$ cat src/ikvt_pkg.sv
// ikvt_pkg: shared types, character codes and byte classes for the
// key/value tokenizer. No dependencies; used by ini_key_value_tokenizer_top.
`default_nettype none

package ikvt_pkg;

  // Parser phase, one-hot
  typedef enum logic [6:0] {
    PH_BETWEEN  = 7'b0000001,
    PH_COMMENT  = 7'b0000010,
    PH_NAME     = 7'b0000100,
    PH_NAME_WS  = 7'b0001000,
    PH_DISCARD  = 7'b0010000,
    PH_AFTER_EQ = 7'b0100000,
    PH_VALUE    = 7'b1000000
  } phase_t;

  // Token event kinds
  typedef enum logic [2:0] {
    EV_NAME_BYTE  = 3'd0,
    EV_ACCEPT     = 3'd1,
    EV_REJECT     = 3'd2,
    EV_VALUE_BYTE = 3'd3,
    EV_PAIR_END   = 3'd4
  } kind_t;

  typedef struct packed {
    kind_t      kind;
    logic [7:0] data;
    logic       last;
  } event_t;

  // Output queue: room for one pending word plus the two a byte can add
  localparam int QDepth  = 3;
  localparam int QIdxW   = $clog2(QDepth);
  localparam int QCountW = $clog2(QDepth + 1);

  localparam logic [7:0] CH_TAB    = 8'h09;
  localparam logic [7:0] CH_LF     = 8'h0A;
  localparam logic [7:0] CH_CR     = 8'h0D;
  localparam logic [7:0] CH_SPACE  = 8'h20;
  localparam logic [7:0] CH_QUOTE  = 8'h22;
  localparam logic [7:0] CH_HASH   = 8'h23;
  localparam logic [7:0] CH_EQ     = 8'h3D;
  localparam logic [7:0] CH_UPPER_A = 8'h41;
  localparam logic [7:0] CH_UPPER_Z = 8'h5A;
  localparam logic [7:0] CH_UNDER  = 8'h5F;

  function automatic logic is_name_char(input logic [7:0] c);
    return (c == CH_UNDER) || (c >= CH_UPPER_A && c <= CH_UPPER_Z);
  endfunction

  function automatic logic is_eol(input logic [7:0] c);
    return (c == CH_LF) || (c == CH_CR);
  endfunction

  function automatic logic is_blank(input logic [7:0] c);
    return (c == CH_SPACE) || (c == CH_TAB);
  endfunction

endpackage

`default_nettype wire

$ cat src/ini_key_value_tokenizer_top.sv
// ini_key_value_tokenizer_top: byte-stream tokenizer for NAME=value lines.
// Depends on ikvt_pkg (phase and event types, character classes).
//
// Usage:
//  - Input stream (s_*): one text byte per word. s_tlast marks the final
//    byte of a text; after it a pending name is rejected, a pending value
//    gets its pair end, and the parser returns to "between lines".
//  - Output stream (m_*): one token event per word. m_tuser carries the
//    event kind (name byte, accept, reject, value byte, pair end), m_tdata
//    the name/value byte (zero for the other kinds), and m_tlast marks the
//    last event caused by one input byte.
//  - Each byte is classified against the phase register combinationally;
//    its zero, one or two events land in a three-entry output queue, whose
//    head drives the m_* port. The queue is registered, so with an empty
//    queue the first event is on m_tvalid in the cycle after input accept.
//  - Throughput: one byte per cycle while m_tready is high and each byte
//    yields at most one event; a two-event byte drops s_tready until a word
//    is taken. The output port (one word per cycle) sets the sustained rate.
//  - s_tready is high while the queue holds at most one word, so a byte is
//    still taken while a finished word waits on a stalled receiver. A
//    stall of m_tready simply holds the queue; nothing is dropped.
//  - rst (synchronous, active high) empties the queue and sets the phase to
//    "between lines". No clearing pass is needed.
`default_nettype none

module ini_key_value_tokenizer_top (
  input  wire logic       clk,
  input  wire logic       rst,
  // Input stream
  input  wire logic       s_tvalid,
  output      logic       s_tready,
  input  wire logic [7:0] s_tdata,   // [7:0] data_byte
  input  wire logic       s_tlast,   // final_byte
  // Output stream
  output      logic       m_tvalid,
  input  wire logic       m_tready,
  output      logic [7:0] m_tdata,   // [7:0] event_byte
  output      logic [2:0] m_tuser,   // [2:0] event_kind
  output      logic       m_tlast    // run_last
);

  ikvt_pkg::phase_t phase, phase_next, phase_mid;

  ikvt_pkg::event_t q [ikvt_pkg::QDepth];
  ikvt_pkg::event_t q_next [ikvt_pkg::QDepth];
  logic [ikvt_pkg::QCountW-1:0] count, count_next, count_mid;

  logic s_fire, m_fire;

  // Events of the byte itself and of the end-of-text flush
  logic            step_valid;
  ikvt_pkg::kind_t step_kind;
  logic [7:0]      step_data;
  logic            fin_valid;
  ikvt_pkg::kind_t fin_kind;
  ikvt_pkg::event_t ev0, ev1;
  logic [1:0]      ev_n;
  logic [ikvt_pkg::QCountW-1:0] slot1;

  assign s_tready = (count <= ikvt_pkg::QCountW'(1));
  assign s_fire   = s_tvalid && s_tready;
  assign m_tvalid = (count != '0);
  assign m_fire   = m_tvalid && m_tready;

  assign m_tdata = q[0].data;
  assign m_tuser = q[0].kind;
  assign m_tlast = q[0].last;

  // Byte classification against the current phase
  always_comb begin
    step_valid = 1'b0;
    step_kind  = ikvt_pkg::EV_NAME_BYTE;
    step_data  = 8'h00;
    phase_mid  = phase;
    unique case (phase)
      ikvt_pkg::PH_COMMENT, ikvt_pkg::PH_DISCARD: begin
        if (ikvt_pkg::is_eol(s_tdata)) phase_mid = ikvt_pkg::PH_BETWEEN;
      end
      ikvt_pkg::PH_NAME, ikvt_pkg::PH_NAME_WS: begin
        if (phase == ikvt_pkg::PH_NAME && ikvt_pkg::is_name_char(s_tdata)) begin
          step_valid = 1'b1;
          step_kind  = ikvt_pkg::EV_NAME_BYTE;
          step_data  = s_tdata;
        end else if (ikvt_pkg::is_blank(s_tdata)) begin
          phase_mid = ikvt_pkg::PH_NAME_WS;
        end else if (s_tdata == ikvt_pkg::CH_EQ) begin
          step_valid = 1'b1;
          step_kind  = ikvt_pkg::EV_ACCEPT;
          phase_mid  = ikvt_pkg::PH_AFTER_EQ;
        end else if (ikvt_pkg::is_eol(s_tdata)) begin
          step_valid = 1'b1;
          step_kind  = ikvt_pkg::EV_REJECT;
          phase_mid  = ikvt_pkg::PH_BETWEEN;
        end else begin
          step_valid = 1'b1;
          step_kind  = ikvt_pkg::EV_REJECT;
          phase_mid  = ikvt_pkg::PH_DISCARD;
        end
      end
      ikvt_pkg::PH_AFTER_EQ: begin
        if (ikvt_pkg::is_blank(s_tdata)) begin
          phase_mid = ikvt_pkg::PH_AFTER_EQ;
        end else if (s_tdata == ikvt_pkg::CH_QUOTE) begin
          phase_mid = ikvt_pkg::PH_VALUE;   // opening quote dropped
        end else if (ikvt_pkg::is_eol(s_tdata)) begin
          step_valid = 1'b1;
          step_kind  = ikvt_pkg::EV_PAIR_END;
          phase_mid  = ikvt_pkg::PH_BETWEEN;
        end else begin
          step_valid = 1'b1;
          step_kind  = ikvt_pkg::EV_VALUE_BYTE;
          step_data  = s_tdata;
          phase_mid  = ikvt_pkg::PH_VALUE;
        end
      end
      ikvt_pkg::PH_VALUE: begin
        if (ikvt_pkg::is_eol(s_tdata)) begin
          step_valid = 1'b1;
          step_kind  = ikvt_pkg::EV_PAIR_END;
          phase_mid  = ikvt_pkg::PH_BETWEEN;
        end else if (s_tdata == ikvt_pkg::CH_QUOTE) begin
          step_valid = 1'b1;
          step_kind  = ikvt_pkg::EV_PAIR_END;
          phase_mid  = ikvt_pkg::PH_DISCARD;   // closing quote: drop the rest
        end else begin
          step_valid = 1'b1;
          step_kind  = ikvt_pkg::EV_VALUE_BYTE;
          step_data  = s_tdata;
        end
      end
      default: begin  // between lines
        if (ikvt_pkg::is_blank(s_tdata) || ikvt_pkg::is_eol(s_tdata)) begin
          phase_mid = ikvt_pkg::PH_BETWEEN;
        end else if (s_tdata == ikvt_pkg::CH_HASH) begin
          phase_mid = ikvt_pkg::PH_COMMENT;
        end else if (ikvt_pkg::is_name_char(s_tdata)) begin
          step_valid = 1'b1;
          step_kind  = ikvt_pkg::EV_NAME_BYTE;
          step_data  = s_tdata;
          phase_mid  = ikvt_pkg::PH_NAME;
        end else if (s_tdata == ikvt_pkg::CH_EQ) begin
          // empty name
          step_valid = 1'b1;
          step_kind  = ikvt_pkg::EV_ACCEPT;
          phase_mid  = ikvt_pkg::PH_AFTER_EQ;
        end else begin
          step_valid = 1'b1;
          step_kind  = ikvt_pkg::EV_REJECT;
          phase_mid  = ikvt_pkg::PH_DISCARD;
        end
      end
    endcase
  end

  // End-of-text flush
  always_comb begin
    fin_valid  = 1'b0;
    fin_kind   = ikvt_pkg::EV_REJECT;
    phase_next = phase_mid;
    if (s_tlast) begin
      phase_next = ikvt_pkg::PH_BETWEEN;
      if (phase_mid == ikvt_pkg::PH_NAME || phase_mid == ikvt_pkg::PH_NAME_WS) begin
        fin_valid = 1'b1;
        fin_kind  = ikvt_pkg::EV_REJECT;
      end else if (phase_mid == ikvt_pkg::PH_AFTER_EQ ||
                   phase_mid == ikvt_pkg::PH_VALUE) begin
        fin_valid = 1'b1;
        fin_kind  = ikvt_pkg::EV_PAIR_END;
      end
    end
  end

  // Order the events: byte event first, flush event second
  always_comb begin
    ev_n = {1'b0, step_valid} + {1'b0, fin_valid};
    ev1  = '{kind: fin_kind, data: 8'h00, last: 1'b1};
    if (step_valid) begin
      ev0 = '{kind: step_kind, data: step_data, last: !fin_valid};
    end else begin
      ev0 = ev1;
    end
  end

  // Output queue: shift out at the head, append behind the survivors
  always_comb begin
    for (int i = 0; i < ikvt_pkg::QDepth; i++) begin
      q_next[i] = q[i];
    end
    if (m_fire) begin
      for (int i = 0; i < ikvt_pkg::QDepth - 1; i++) begin
        q_next[i] = q[i+1];
      end
    end
    count_mid  = count - ikvt_pkg::QCountW'(m_fire);
    slot1      = count_mid + ikvt_pkg::QCountW'(1);
    count_next = count_mid;
    if (s_fire) begin
      if (ev_n != 2'd0) q_next[count_mid[ikvt_pkg::QIdxW-1:0]] = ev0;
      if (ev_n == 2'd2) q_next[slot1[ikvt_pkg::QIdxW-1:0]] = ev1;
      count_next = count_mid + ikvt_pkg::QCountW'(ev_n);
    end
  end

  always_ff @(posedge clk) begin
    if (rst) begin
      phase <= ikvt_pkg::PH_BETWEEN;
      count <= '0;
    end else begin
      if (s_fire) phase <= phase_next;
      count <= count_next;
    end
  end

  always_ff @(posedge clk) begin
    for (int i = 0; i < ikvt_pkg::QDepth; i++) begin
      q[i] <= q_next[i];
    end
  end

  // The final byte of a text always leaves the parser between lines
  a_last_resets_phase: assert property (@(posedge clk) disable iff (rst)
    (s_fire && s_tlast) |=> (phase == ikvt_pkg::PH_BETWEEN))
    else $error("phase not cleared after final byte");

  // Only name and value bytes carry data
  a_data_zero: assert property (@(posedge clk) disable iff (rst)
    (m_tvalid && m_tuser != ikvt_pkg::EV_NAME_BYTE &&
     m_tuser != ikvt_pkg::EV_VALUE_BYTE) |-> (m_tdata == 8'h00))
    else $error("nonzero data on a marker event");

  // Both events of one byte are queued together: a non-last word is followed
  a_run_follows: assert property (@(posedge clk) disable iff (rst)
    (m_fire && !m_tlast) |=> m_tvalid)
    else $error("second event of a byte missing");

  // While the input is held off the queue cannot grow
  a_no_growth_when_full: assert property (@(posedge clk) disable iff (rst)
    !s_tready |=> (count <= $past(count)))
    else $error("queue grew while input was stalled");

endmodule

`default_nettype wire
$ cat config.mk
export PLATFORM = sky130hd
export DESIGN_NAME = ini_key_value_tokenizer_top
export DESIGN_NICKNAME = d
export VERILOG_FILES = /design/src/ikvt_pkg.sv /design/src/ini_key_value_tokenizer_top.sv
export SDC_FILE = /design/constraint.sdc
export NUM_CORES = 1
export LEC_CHECK = 0
export ABC_AREA = 1
export BUFFER_PORTS_ARGS = -buffer_cell sky130_fd_sc_hd__buf_2
export CAP_MARGIN = 40
export CORE_MARGIN = 3
export CORE_UTILIZATION = 45
export DETAILED_ROUTE_END_ITERATION = 6
export GPL_TIMING_DRIVEN = 0
export PLACE_DENSITY = 0.65
export SETUP_SLACK_MARGIN = 0.5
export SYNTH_ARGS = -nofsm -noshare
export SYNTH_HDL_FRONTEND = slang
export SYNTH_SLANG_ARGS = --single-unit
export TNS_END_PERCENT = 100
$ cat constraint.sdc
create_clock -name clk -period 2.6 [get_ports clk]
set_input_delay 0.39 -clock clk [delete_from_list [all_inputs] [get_ports clk]]
set_output_delay 0.39 -clock clk [all_outputs]
set_load 0.01 [all_outputs]
# ---- Word level (Yosys, flattened, before mapping)
# Memory sizes are Yosys's and may differ from the RTL's.
# Cells that the tools add are included.
dict set report totals {
  reg_bits 9
  ramBits 36
  inputBits 13
  output_inout_bits 14
  word_cells 116
  memories 1
}
dict set report op_classes {
  n_addsub 4
  magnitude_cmp 7
  n_eq_ne 19
  n_mux 64
  bitwise_logic 2
  reduce_logical 17
}
# name words width read_ports rd_clocked_by_memory_dff write_ports line_no
set mem_list {}
lappend mem_list {q 3 12 3 0 3 ini_key_value_tokenizer_top.sv:44} ;# ikvt_pkg::event_t q [ikvt_pkg::QDepth];
# operator count
set ops {}
lappend ops {{$mux 36} 4}
lappend ops {{$bwmux 36} 2}
lappend ops {{$mux 8} 9}
lappend ops {{$mux 7} 8}
lappend ops {{$demux 12 s2} 2}
lappend ops {{$mux 12} 3}
lappend ops {{$mux 6} 6}
lappend ops {{$mux 3} 11}
lappend ops {{$eq 8x6->1 const B} 4}
lappend ops {{$pmux 8 s4} 1}
lappend ops {{$pmux 7 s4} 1}
lappend ops {{$eq 8x4->1 const B} 3}
lappend ops {{$mux 24} 1}
lappend ops {{$eq 7x3->1 const B} 2}
lappend ops {{$eq 7x4->1 const B} 2}
lappend ops {{$eq 7x6->1 const B} 2}
lappend ops {{$eq 7x7->1 const B} 2}
lappend ops {{$pmux 3 s4} 1}
lappend ops {{$mux 1} 9}
lappend ops {{$eq 8x7->1 const B} 1}
lappend ops {{$ge 8x7->1 const B} 1}
lappend ops {{$le 8x7->1 const B} 1}
lappend ops {{$mux 2} 4}
lappend ops {{$eq 7x2->1 const B} 1}
lappend ops {{17 further kinds} 32}

# ---- Logic depth before layout (Yosys ltp)
# Gate-level depths: netlist of the first run.
dict set report logic_depth {
  ltp_word 20
  mapped_depth 22
  mapped_depth_nobuf 22
}

# ---- Least setup slack after synthesis of the first run
# Ideal clock, no wire load.
dict set report synth_path {
  path_type {register -> register}
  from {register count[1] (netlist name)}
  to {memory q[0][30] (netlist name), data pin}
  setup_ns 0.256
  arrival_time_ns 2.473
  t_required_ns 2.344
  slack_ns -0.129
  path_stages_with_launch 16
  n_path_buf 3
  synth_period_minus_slack_ns 2.729
  cell_sequence {dfxtp_1 -> inv_1 -> nand2_1 -> nand2_1 -> inv_1 -> buf_2 -> buf_2 -> ha_1 -> inv_1 -> nor2_1 -> inv_1 -> nor2_1 -> clkbuf_1 -> nand2_1 -> o211ai_1 -> inv_1}
}
# item line_no
set synth_lines {}
lappend synth_lines {{start, declared} ini_key_value_tokenizer_top.sv:46} ;# logic [ikvt_pkg::QCountW-1:0] count, count_next, count_mid;
lappend synth_lines {{start signal, assigned} ini_key_value_tokenizer_top.sv:210} ;# count <= count_next;
lappend synth_lines {{end, declared} ini_key_value_tokenizer_top.sv:44}

==> results of run 1 <==
==> final timing paths <==
kind                 start       end  cells after the start  slack, ps
hold / removal         rst  phase[6]                      2        480
setup reg to reg  phase[3]   q[0][8]                     19        190
hold reg to reg   phase[6]  phase[6]                      2        500
setup / recovery  phase[3]   q[0][8]                     19        190
==> flip-flops by register name, indices dropped and copies added (netlist names) <==
| name | count |
|---|---|
| phase | 7 |
| count | 2 |
| q | 36 |
==> layout make-up <==
class | count | area [um^2] | area share
Multi-Input combinational cell | 373 | 2200 | 0.498
Sequential cell | 45 | 1040 | 0.236
Timing Repair Buffer | 78 | 556 | 0.126
Inverter | 54 | 238 | 0.0539
Buffer | 23 | 184 | 0.0417
Tap cell | 77 | 96.3 | 0.0218
Clock buffer | 5 | 68.8 | 0.0156
Clock inverter | 3 | 25.0 | 0.00567
Timing Repair inverter | 1 | 7.51 | 0.00170
==> worst register-to-register path: cells and delay by family (launching register included) <==
kind / cells / cell delay, ps
fa+ha+maj: 1 / 170
simple gates: 8 / 780
flops: 1 / 380
compound gates: 4 / 460
buf+inv: 6 / 550
==> cells in the final DEF (no fill, tap or decap), types with 6 or more instances in the layout <==
master,count
inv_2,12
o21ai_2,9
a21oi_1,24
o21ai_1,12
nand3_1,17
nor2_4,18
nand2_4,10
buf_4,55
or2_2,6
buf_6,7
buf_2,29
nand2_1,147
inv_1,34
o21ai_0,12
nand2_2,11
edfxtp_1,12
nor2_2,9
nand4_1,8
clkbuf_8,6
dfxtp_1,26
nor2_1,37
a21oi_2,16
==> power by group through the flow <==
stage / Sequential, W / Clock (W) / Combinational, W
floorplan: 0.00118 / 0 / 0.00194
global placement: 0.00120 / 0 / 0.00244
detailed placement: 0.00121 / 0 / 0.00250
CTS: 0.00120 / 0.000487 / 0.00305
global route: 0.00123 / 0.000512 / 0.00376
finish: 0.00121 / 0.000482 / 0.00343
==> layer usage <==
metal | wire [um] | track usage
met1 | 4330 | 0.322
met2 | 4860 | 0.433
met3 | 522 | 0.0359
met4 | 229 | 0.0731
met5 | 0 | 0
==> kinds of logic (layout without fill, tap and decap cells) <==
group | after synthesis | in the layout | share of synthesized area
buffers and inverters | 77 | 164 | 0.109
adder cells (fa/ha/maj) | 4 | 4 | 0.0160
multiplexers | 5 | 5 | 0.0160
AO/OA/AOI/OAI | 86 | 86 | 0.149
AND/OR/NAND/NOR | 277 | 278 | 0.384
flip-flops | 45 | 45 | 0.326
==> stage by stage <==
| step | utilization | worst slack [ps] | power [W] | hold WS (ps) | TNS, ps |
|---|---|---|---|---|---|
| after floorplan | - | 370 | 0.00312 | 471 | 0 |
| after global placement | 0.553 | -72.3 | 0.00364 | 480 | -539 |
| after detailed placement | 0.555 | -104 | 0.00371 | 481 | -954 |
| after CTS | 0.636 | 204 | 0.00474 | 478 | 0 |
| after global routing | 0.675 | 54.6 | 0.00550 | 511 | 0 |
| final | 0.675 | 194 | 0.00512 | 485 | 0 |
==> timing repair <==
action / 4_1_cts / 5_1_grt
resized for setup: 39 / 44
setup endpoints to repair: 38 / 38
setup buffers: 39 / 10
gates cloned: 3 / 2
pin swaps: 28 / 26
hold buffers: 0 / 0
hold endpoints to repair: 0 / 0
==> impl_metrics.tcl, run 1 <==
set metrics [dict create \
    status "finished, final reports clean" \
    clkSlewWorstSetupHoldPaths_ps 110 \
    startpoint_type "flip-flop" \
    clock_latency_ps 310 \
    die_h_um 89.4 \
    clock.fmax_mhz 416 \
    synth_cell_types 37 \
    worstMarginPinSlew_ps 709 \
    via_count 3543 \
    worstPathCellList "inv_1, nor2_2, nor2_2, nor2_4, inv_2, nand3_4, inv_6, nand2_8, nand2_4, o21ai_4, o21ai_4, inv_2, ha_4, inv_6, nor3_4, buf_12, nor2_4, o21ai_1, a22oi_1" \
    clock_power_share 0.094 \
    stdcell_area_um2 4410 \
    critPathTopFamily "simple AND/OR/NAND/NOR gates" \
    place.gp.congestion 0.976 \
    yosys-top-cells-area "dfxtp_1 (21%), nand2_1 (20%), edfxtp_1 (12%)" \
    core-area_um2 6530 \
    rows 29 \
    cp_slowest_cell "dfxtp_4" \
    cts_tree "yes" \
    syn2layout_area_growth_pct 40.9 \
    power-per-cell-area_nw_per_um2 1160 \
    final.setup_skew_ps 12.8 \
    ys_ff_latch 45 \
    clkSinkCount 45 \
    grt_setup_unrepaired "true" \
    switching_share 0.464 \
    grt_usage 0.250 \
    final_nets 598 \
    clockBufferDepth 2 \
    cts_max_level 2 \
    crit_arrival_ps 2650 \
    chipWidth_um 89.4 \
    ys_async_sr_fraction 0 \
    syn_area_um2 3130 \
    ys_seq_area_frac 0.326 \
    synth_edf_count 12 \
    required_ps 2850 \
    layout-drive-gt1-share 0.388 \
    io_buffers 25 \
    start_util 0.479 \
    drv_slew 0 \
    hold_class "primary input to flip-flop" \
    p_sw_w 0.00237 \
    ys.flop_type "dfxtp_1" \
    grt_max_degree 17 \
    intPower_w 0.00274 \
    yosysTopAreaCell "dfxtp_1" \
    cap_violations 0 \
    via_per_inst 5.38 \
    drt_iter0_drc 223 \
    syn_inst 494 \
    critPathBufInv 6 \
    pwr-share-comb 0.670 \
    cp_max_fo 6 \
    cts_root_buf "clkbuf_8" \
    synth_top_area_share 0.211 \
    period_share 0.925 \
    fin_cells 659 \
    io-pin-count 27 \
    grt_pass1_vias 3317 \
    synth_warnings 0 \
    synth_fp_nets 511 \
    hpwlAfterDp_um 6450 \
    ir_drop_mv 0.942 \
    antenna_found_initial 0 \
    num_antenna_cells 0 \
    path_class "flip-flop to flip-flop" \
    grt_pass1_wl_um 15500 \
    drc 0 \
    syn_avg_cell_area_um2 6.34 \
    cts_buffers 5 \
    gr-total-overflow 0 \
    leakage_nw 2.03 \
    final-setup-viol-count 0 \
    fin_crit_ps 2410 \
    nFillCells 590 \
    slew_headroom 0.528 \
    drtAntennaViolNets 0 \
    routed_wl_um 9940 \
    endpoint_kind "flip-flop" \
    synth_common_cells "nand2_1 (165), nor2_1 (53), inv_1 (51)" \
    placed_cells 597 \
    die-area_um2 7990 \
    slowest_delay_ps 380 \
    placed_cell_area_um2 3630 \
    p_seq_frac 0.236 \
    drt_pre_antenna_iters 5 \
    wl_per_cell_um 15.1 \
    synth_most_common_cell "nand2_1" \
    final_hold_viol_count 0 \
]
(Power assumes the default switching activity.)
==> inputs of run 2 (changes only) <==
--- a/config.mk
+++ b/config.mk
@@ -9,10 +9,10 @@
 export BUFFER_PORTS_ARGS = -buffer_cell sky130_fd_sc_hd__buf_2
 export CAP_MARGIN = 40
 export CORE_MARGIN = 3
-export CORE_UTILIZATION = 45
+export CORE_UTILIZATION = 54
 export DETAILED_ROUTE_END_ITERATION = 6
 export GPL_TIMING_DRIVEN = 0
-export PLACE_DENSITY = 0.65
+export PLACE_DENSITY = 0.76
 export SETUP_SLACK_MARGIN = 0.5
 export SYNTH_ARGS = -nofsm -noshare
 export SYNTH_HDL_FRONTEND = slang
==> run 2 against run 1 <==
Sequential share of layout area down 0.85 points; die area down 16%; first-iteration DRC count up 54%; global-route usage up 4.4 points; via count up 5.2%; final cell count down 0.76%; total power up 8.7%; non-clock buffer count down 1.
==> impl_metrics.tcl, run 2 (synthesis gave the netlist of run 1 again) <==
set metrics [dict create \
    num_antenna_cells 0 \
    crit_path_frequent_cell "nor2_4" \
    cts.hold.buffers_added 0 \
    slowest_delay_ps 370 \
    die_h_um 82.1 \
    final_nets 598 \
    cts_buffers 5 \
    fin_total_pwr_w 0.00556 \
    top_register "q" \
    leakage_nw 2.07 \
    drv_slew 0 \
    wl_per_cell_um 16.0 \
    r2r_start "phase[1]" \
    crit_arrival_ps 2570 \
    fin_util 0.821 \
    chipWidth_um 82.1 \
    status "finished, final reports clean" \
    clock.fmax_mhz 400 \
    final_cell_mix "nand2_1 (144), buf_4 (51), nor2_1 (33)" \
    drt_pre_antenna_iters 5 \
    cts_tree "yes" \
    ir_drop_mv 0.858 \
    via_per_inst 5.70 \
    reg2reg_slack_ps 100 \
    critPathTopFamily "simple AND/OR/NAND/NOR gates" \
    final.setup_skew_ps 10.5 \
    cts_max_level 2 \
    r2r_cells 16 \
    mostFrequentLayoutCell "nand2_1" \
    cts_root_buf "clkbuf_8" \
    min_from "rst" \
    slew_headroom 0.476 \
    setup-tns-final_ps 0 \
    grt_pass1_vias 3203 \
    drtAntennaViolNets 0 \
    whs_endpoint "phase[4]" \
    hold_class "primary input to flip-flop" \
    period_share 0.961 \
    gr-total-overflow 0 \
    biggestRegsByFlops "q x36, phase x7, count x2" \
    path_class "flip-flop to flip-flop" \
    layout-drive-gt1-share 0.433 \
    cp_max_fo 7 \
    start_util 0.562 \
    endpoint_kind "flip-flop" \
    largest_reg_flops 36 \
    cap_violations 0 \
    critPathBufInv 3 \
    routed_wl_um 10500 \
    r2r-end "q[0][32]" \
    clockBufferDepth 2 \
    fin_crit_ps 2500 \
    rows 27 \
    antenna_found_initial 0 \
    clock_latency_ps 310 \
    hpwlAfterDp_um 6180 \
    grt_usage 0.295 \
    worstMarginPinSlew_ps 785 \
    required_ps 2670 \
    drt_iter0_drc 344 \
    nFillCells 353 \
    via_count 3727 \
    io_buffers 25 \
    clkSinkCount 45 \
    drc 0 \
    startpoint_type "flip-flop" \
    worstHoldPathCells 2 \
    final_hold_viol_count 0 \
    final-setup-viol-count 0 \
    cp_slowest_cell "dfxtp_4" \
    grt_max_degree 17 \
    power-per-cell-area_nw_per_um2 1220 \
    clkSlewWorstSetupHoldPaths_ps 100 \
    grt_pass1_wl_um 15100 \
    core-area_um2 5570 \
    place.gp.congestion 0.929 \
    grt_setup_unrepaired "true" \
    die-area_um2 6750 \
    io-pin-count 27 \
    syn2layout_area_growth_pct 46.2 \
    worstPathCellList "nor2_4, nand3_2, nor2_4, inv_2, nand3_4, nand2_4, nand2_4, o21ai_4, o21ai_4, ha_4, nor2_4, buf_4, nor2_1, nor2_2, o21ai_1, inv_1" \
]
==> run 2: cell types whose count changed in the layout (fill, tap and decap cells not counted), moves of 4 or more <==
cell     change
a21oi_1      -7
o21ai_1      -7
o21ai_2      +7
a21oi_2      +6
buf_4        -4
buf_6        +4
nor2_1       -4
==> run 2: per-layer routing <==
metal  up-vias  wire (um)  GRT usage
met3        51        799     0.0542
met1      1685       4050      0.361
met4         0        445     0.0847
met2       215       5200      0.525
li1       1776          -          -
met5         -          0          0
==> run 2: final cells by class <==
type	count	area [um^2]	share of cell area
multi-input combinational	374	2330	0.510
sequential	45	1040	0.227
timing repair buffer	77	582	0.127
inverter	54	245	0.0536
buffer	23	184	0.0402
tap	72	90.1	0.0197
clock buffer	5	68.8	0.0150
clock inverter	3	21.3	0.00465
timing repair inverter	1	11.3	0.00246
==> run 2: power breakdown <==
group / internal [W] / leakage [nW] / switching (W)
Clock: 0.000191 / 0.0445 / 0.000270
Sequential: 0.00106 / 0.392 / 0.000163
Combinational: 0.00167 / 1.63 / 0.00220
Total: 0.00293 / 2.07 / 0.00263
==> run 2: worst reg2reg max path, stage by stage (launching register included) <==
cell     delay (ps)
dfxtp_4         370
nor2_4          180
nand3_2         120
nor2_4          150
inv_2            80
nand3_4         130
nand2_4          90
nand2_4          80
o21ai_4          60
o21ai_4         190
ha_4            210
nor2_4           70
buf_4           180
nor2_1          140
nor2_2           50
o21ai_1         100
inv_1            60
==> run 2: worst max path at each step <==
| stage | cells after the start | end | from |
|---|---|---|---|
| 2_1_floorplan | 16 | q[0][30] | phase[1] |
| 3_3_place_gp | 19 | q[0][30] | s_tdata[4] |
| 3_5_place_dp | 18 | q[0][32] | s_tdata[4] |
| 4_1_cts | 18 | count[1] | phase[4] |
| 5_1_grt | 19 | q[0][30] | phase[1] |
| 6_report | 16 | q[0][32] | phase[1] |
==> run 2: stage by stage <==
| step | hold slack (ps) | instance area [um^2] | setup slack (ps) | cells |
|---|---|---|---|---|
| after floorplan | 471 | 3390 | 370 | 494 |
| after global placement | 480 | 3610 | -38.1 | 591 |
| after detailed placement | 480 | 3620 | -57.9 | 592 |
| after CTS | 471 | 4140 | 233 | 641 |
| after global routing | 515 | 4580 | 5.97 | 654 |
| final | 487 | 4580 | 103 | 654 |
==> run 2: what timing repair did <==
action                                  4_1_cts  5_1_grt
endpoints found under the setup margin       38       45
gates cloned                                  3        1
pin swaps                                    27       40
hold endpoints to repair                      0        0
gates resized for setup                      44       87
buffers inserted                             38       12
==> inputs of run 3 (changes only) <==
--- a/config.mk
+++ b/config.mk
@@ -12,7 +12,7 @@
 export CORE_UTILIZATION = 54
 export DETAILED_ROUTE_END_ITERATION = 6
 export GPL_TIMING_DRIVEN = 0
-export PLACE_DENSITY = 0.76
+export PLACE_DENSITY = 0.87
 export SETUP_SLACK_MARGIN = 0.5
 export SYNTH_ARGS = -nofsm -noshare
 export SYNTH_HDL_FRONTEND = slang
==> run 3 against run 2 <==
The run now ends with design-rule violations left; first-iteration DRC count is 64% higher; cell area is 0.19% lower; non-clock buffer count is 2 higher; total power grew 2.8%; register-to-register slack got worse by 50 ps; sequential share of layout area increased by 0.15 points; sequential cell count stayed put; hold slack lost 24 ps; clock-buffer cell count is 1 higher; sequential power barely moved; wire length is 14% higher; largest power group unchanged.
==> impl_metrics.tcl, run 3 (synthesis gave the netlist of run 1 again) <==
set metrics [dict create \
    cts_max_level 2 \
    clock.fmax_mhz 393 \
    top_register "q" \
    clkSlewWorstSetupHoldPaths_ps 100 \
    via_count 3990 \
    crit_path_frequent_cell "nand2_1" \
    fin_crit_ps 2540 \
    grt_pass1_vias 3474 \
    status "complete, but fails checks" \
    switching_share 0.478 \
    num_antenna_cells 0 \
    die_h_um 82.1 \
    slowest_delay_ps 370 \
    antenna_found_initial 0 \
    post-place-ws_ps -110 \
    grt_pass1_wl_um 16100 \
    slew_headroom 0.467 \
    cp_slowest_cell "dfxtp_4" \
    path_class "flip-flop to flip-flop" \
    largest_reg_flops 36 \
    cts_root_buf "clkbuf_8" \
    cp_max_fo 6 \
    core-area_um2 5570 \
    period_share 0.978 \
    power-per-cell-area_nw_per_um2 1250 \
    worstPathCellList "inv_2, nor2_2, nand2_2, nor2_4, nor2_4, nand3_4, inv_4, nand2_8, nand2_4, o21ai_4, o21ai_4, inv_2, ha_4, inv_6, nor3_4, buf_12, buf_6, a21oi_2, nand2_1, nand2_1, nand2_1" \
    routed_wl_um 11900 \
    setup-tns-final_ps 0 \
    final_cell_mix "nand2_1 (142), buf_4 (49), inv_1 (34)" \
    ir_drop_mv 0.941 \
    cap_violations 0 \
    violations "design-rule violations" \
    final_nets 599 \
    wl_per_cell_um 18.2 \
    nFillCells 319 \
    via_per_inst 6.09 \
    io-pin-count 27 \
    drt_iter0_drc 563 \
    leakage_nw 2.08 \
    fin_util 0.819 \
    multi_input_area_um2 2260 \
    required_ps 2830 \
    syn2layout_area_growth_pct 45.9 \
    pwr-share-comb 0.695 \
    io_buffers 25 \
    clockBufferDepth 2 \
    gr-total-overflow 0 \
    seqCellArea_um2 1040 \
    final.setup_skew_ps 16.9 \
    hpwlAfterDp_um 6420 \
    grt_setup_unrepaired "true" \
    layout-drive-gt1-share 0.425 \
    grt_usage 0.312 \
    endpoint_kind "flip-flop" \
    rows 27 \
    drtAntennaViolNets 0 \
    p_seq_frac 0.219 \
    start_util 0.562 \
    fin_total_pwr_w 0.00572 \
    drt_pre_antenna_iters 7 \
    mostFrequentLayoutCell "nand2_1" \
    biggestRegsByFlops "q x36, phase x7, count x2" \
    startpoint_type "flip-flop" \
    clock_latency_ps 320 \
    intPower_w 0.00299 \
    cts_tree "yes" \
    die-area_um2 6750 \
    place.gp.congestion 0.971 \
    grt_max_degree 15 \
    p_sw_w 0.00273 \
    clock_power_share 0.086 \
    clkSinkCount 45 \
    fin_ws_ps 55.9 \
    drv_slew 0 \
    final-setup-viol-count 0 \
    crit_arrival_ps 2770 \
    final_hold_viol_count 0 \
    cts_buffers 5 \
    hold_class "primary input to flip-flop" \
    drc 5 \
    worstMarginPinSlew_ps 799 \
    chipWidth_um 82.1 \
]
-- run 3: changes by cell type in the layout (fill, tap and decap cells not counted), sizes merged --
cell / delta
nor2: -1
clkinvlp: -1
clkinv: +1
clkbuf: +1
inv: -1
buf: +2
-- run 3: worst max-delay path, delay by kind of cell, from the launching register on --
kind / cells / cell delay [ps]
AOI/OAI and AO/OA: 3 / 400
adders and majority gates: 1 / 180
buffers and inverters: 6 / 610
DFF: 1 / 370
and+or+nand+nor: 11 / 900
-- run 3: timing repair --
item	CTS	global route
setup endpoints to repair	38	39
buffers inserted	31	20
pin swaps	33	29
hold buffers	0	0
gates cloned	2	2
endpoints found under the hold margin	0	0
gates resized for setup	54	59
-- run 3: path summary, 6_finish.rpt --
path                  from  endpoint  slack (ps)  depth (start not counted)
setup / recovery  phase[1]  q[0][11]          60                         21
hold / removal         rst  phase[2]         460                          2
hold reg to reg   phase[6]  phase[6]         490                          2
setup reg to reg  phase[1]  q[0][11]          60                         21
-- run 3: stage by stage --
step | hold slack (ps) | cells | instance area, um^2
floorplan | 471 | 494 | 3390
finish | 463 | 655 | 4570
CTS | 462 | 633 | 4180
global placement | 479 | 591 | 3610
detailed placement | 487 | 592 | 3620
global route | 498 | 655 | 4570
-- run 3: cell type report --
class | count | area share
Multi-Input combinational cell | 373 | 0.494
Sequential cell | 45 | 0.229
Timing Repair Buffer | 79 | 0.141
Inverter | 54 | 0.0537
Buffer | 23 | 0.0400
Tap cell | 72 | 0.0197
Clock buffer | 6 | 0.0181
Clock inverter | 2 | 0.00301
Timing Repair inverter | 1 | 0.00137
-- run 3: power groups by stage --
stage	combinational [W]	clock, W	sequential [W]
detailed placement	0.00248	0	0.00121
global placement	0.00239	0	0.00120
CTS	0.00315	0.000482	0.00120
floorplan	0.00194	0	0.00118
finish	0.00398	0.000493	0.00125
global route	0.00417	0.000517	0.00126
-- run 3: metal layers --
metal  global-route usage  vias to the layer above  wire length (um)
li1                     -                     1777                 -
met1                0.371                     1765              4310
met2                0.544                      334              5690
met3               0.0640                      114              1100
met4                0.136                        0               816
met5                    0                        -                 0
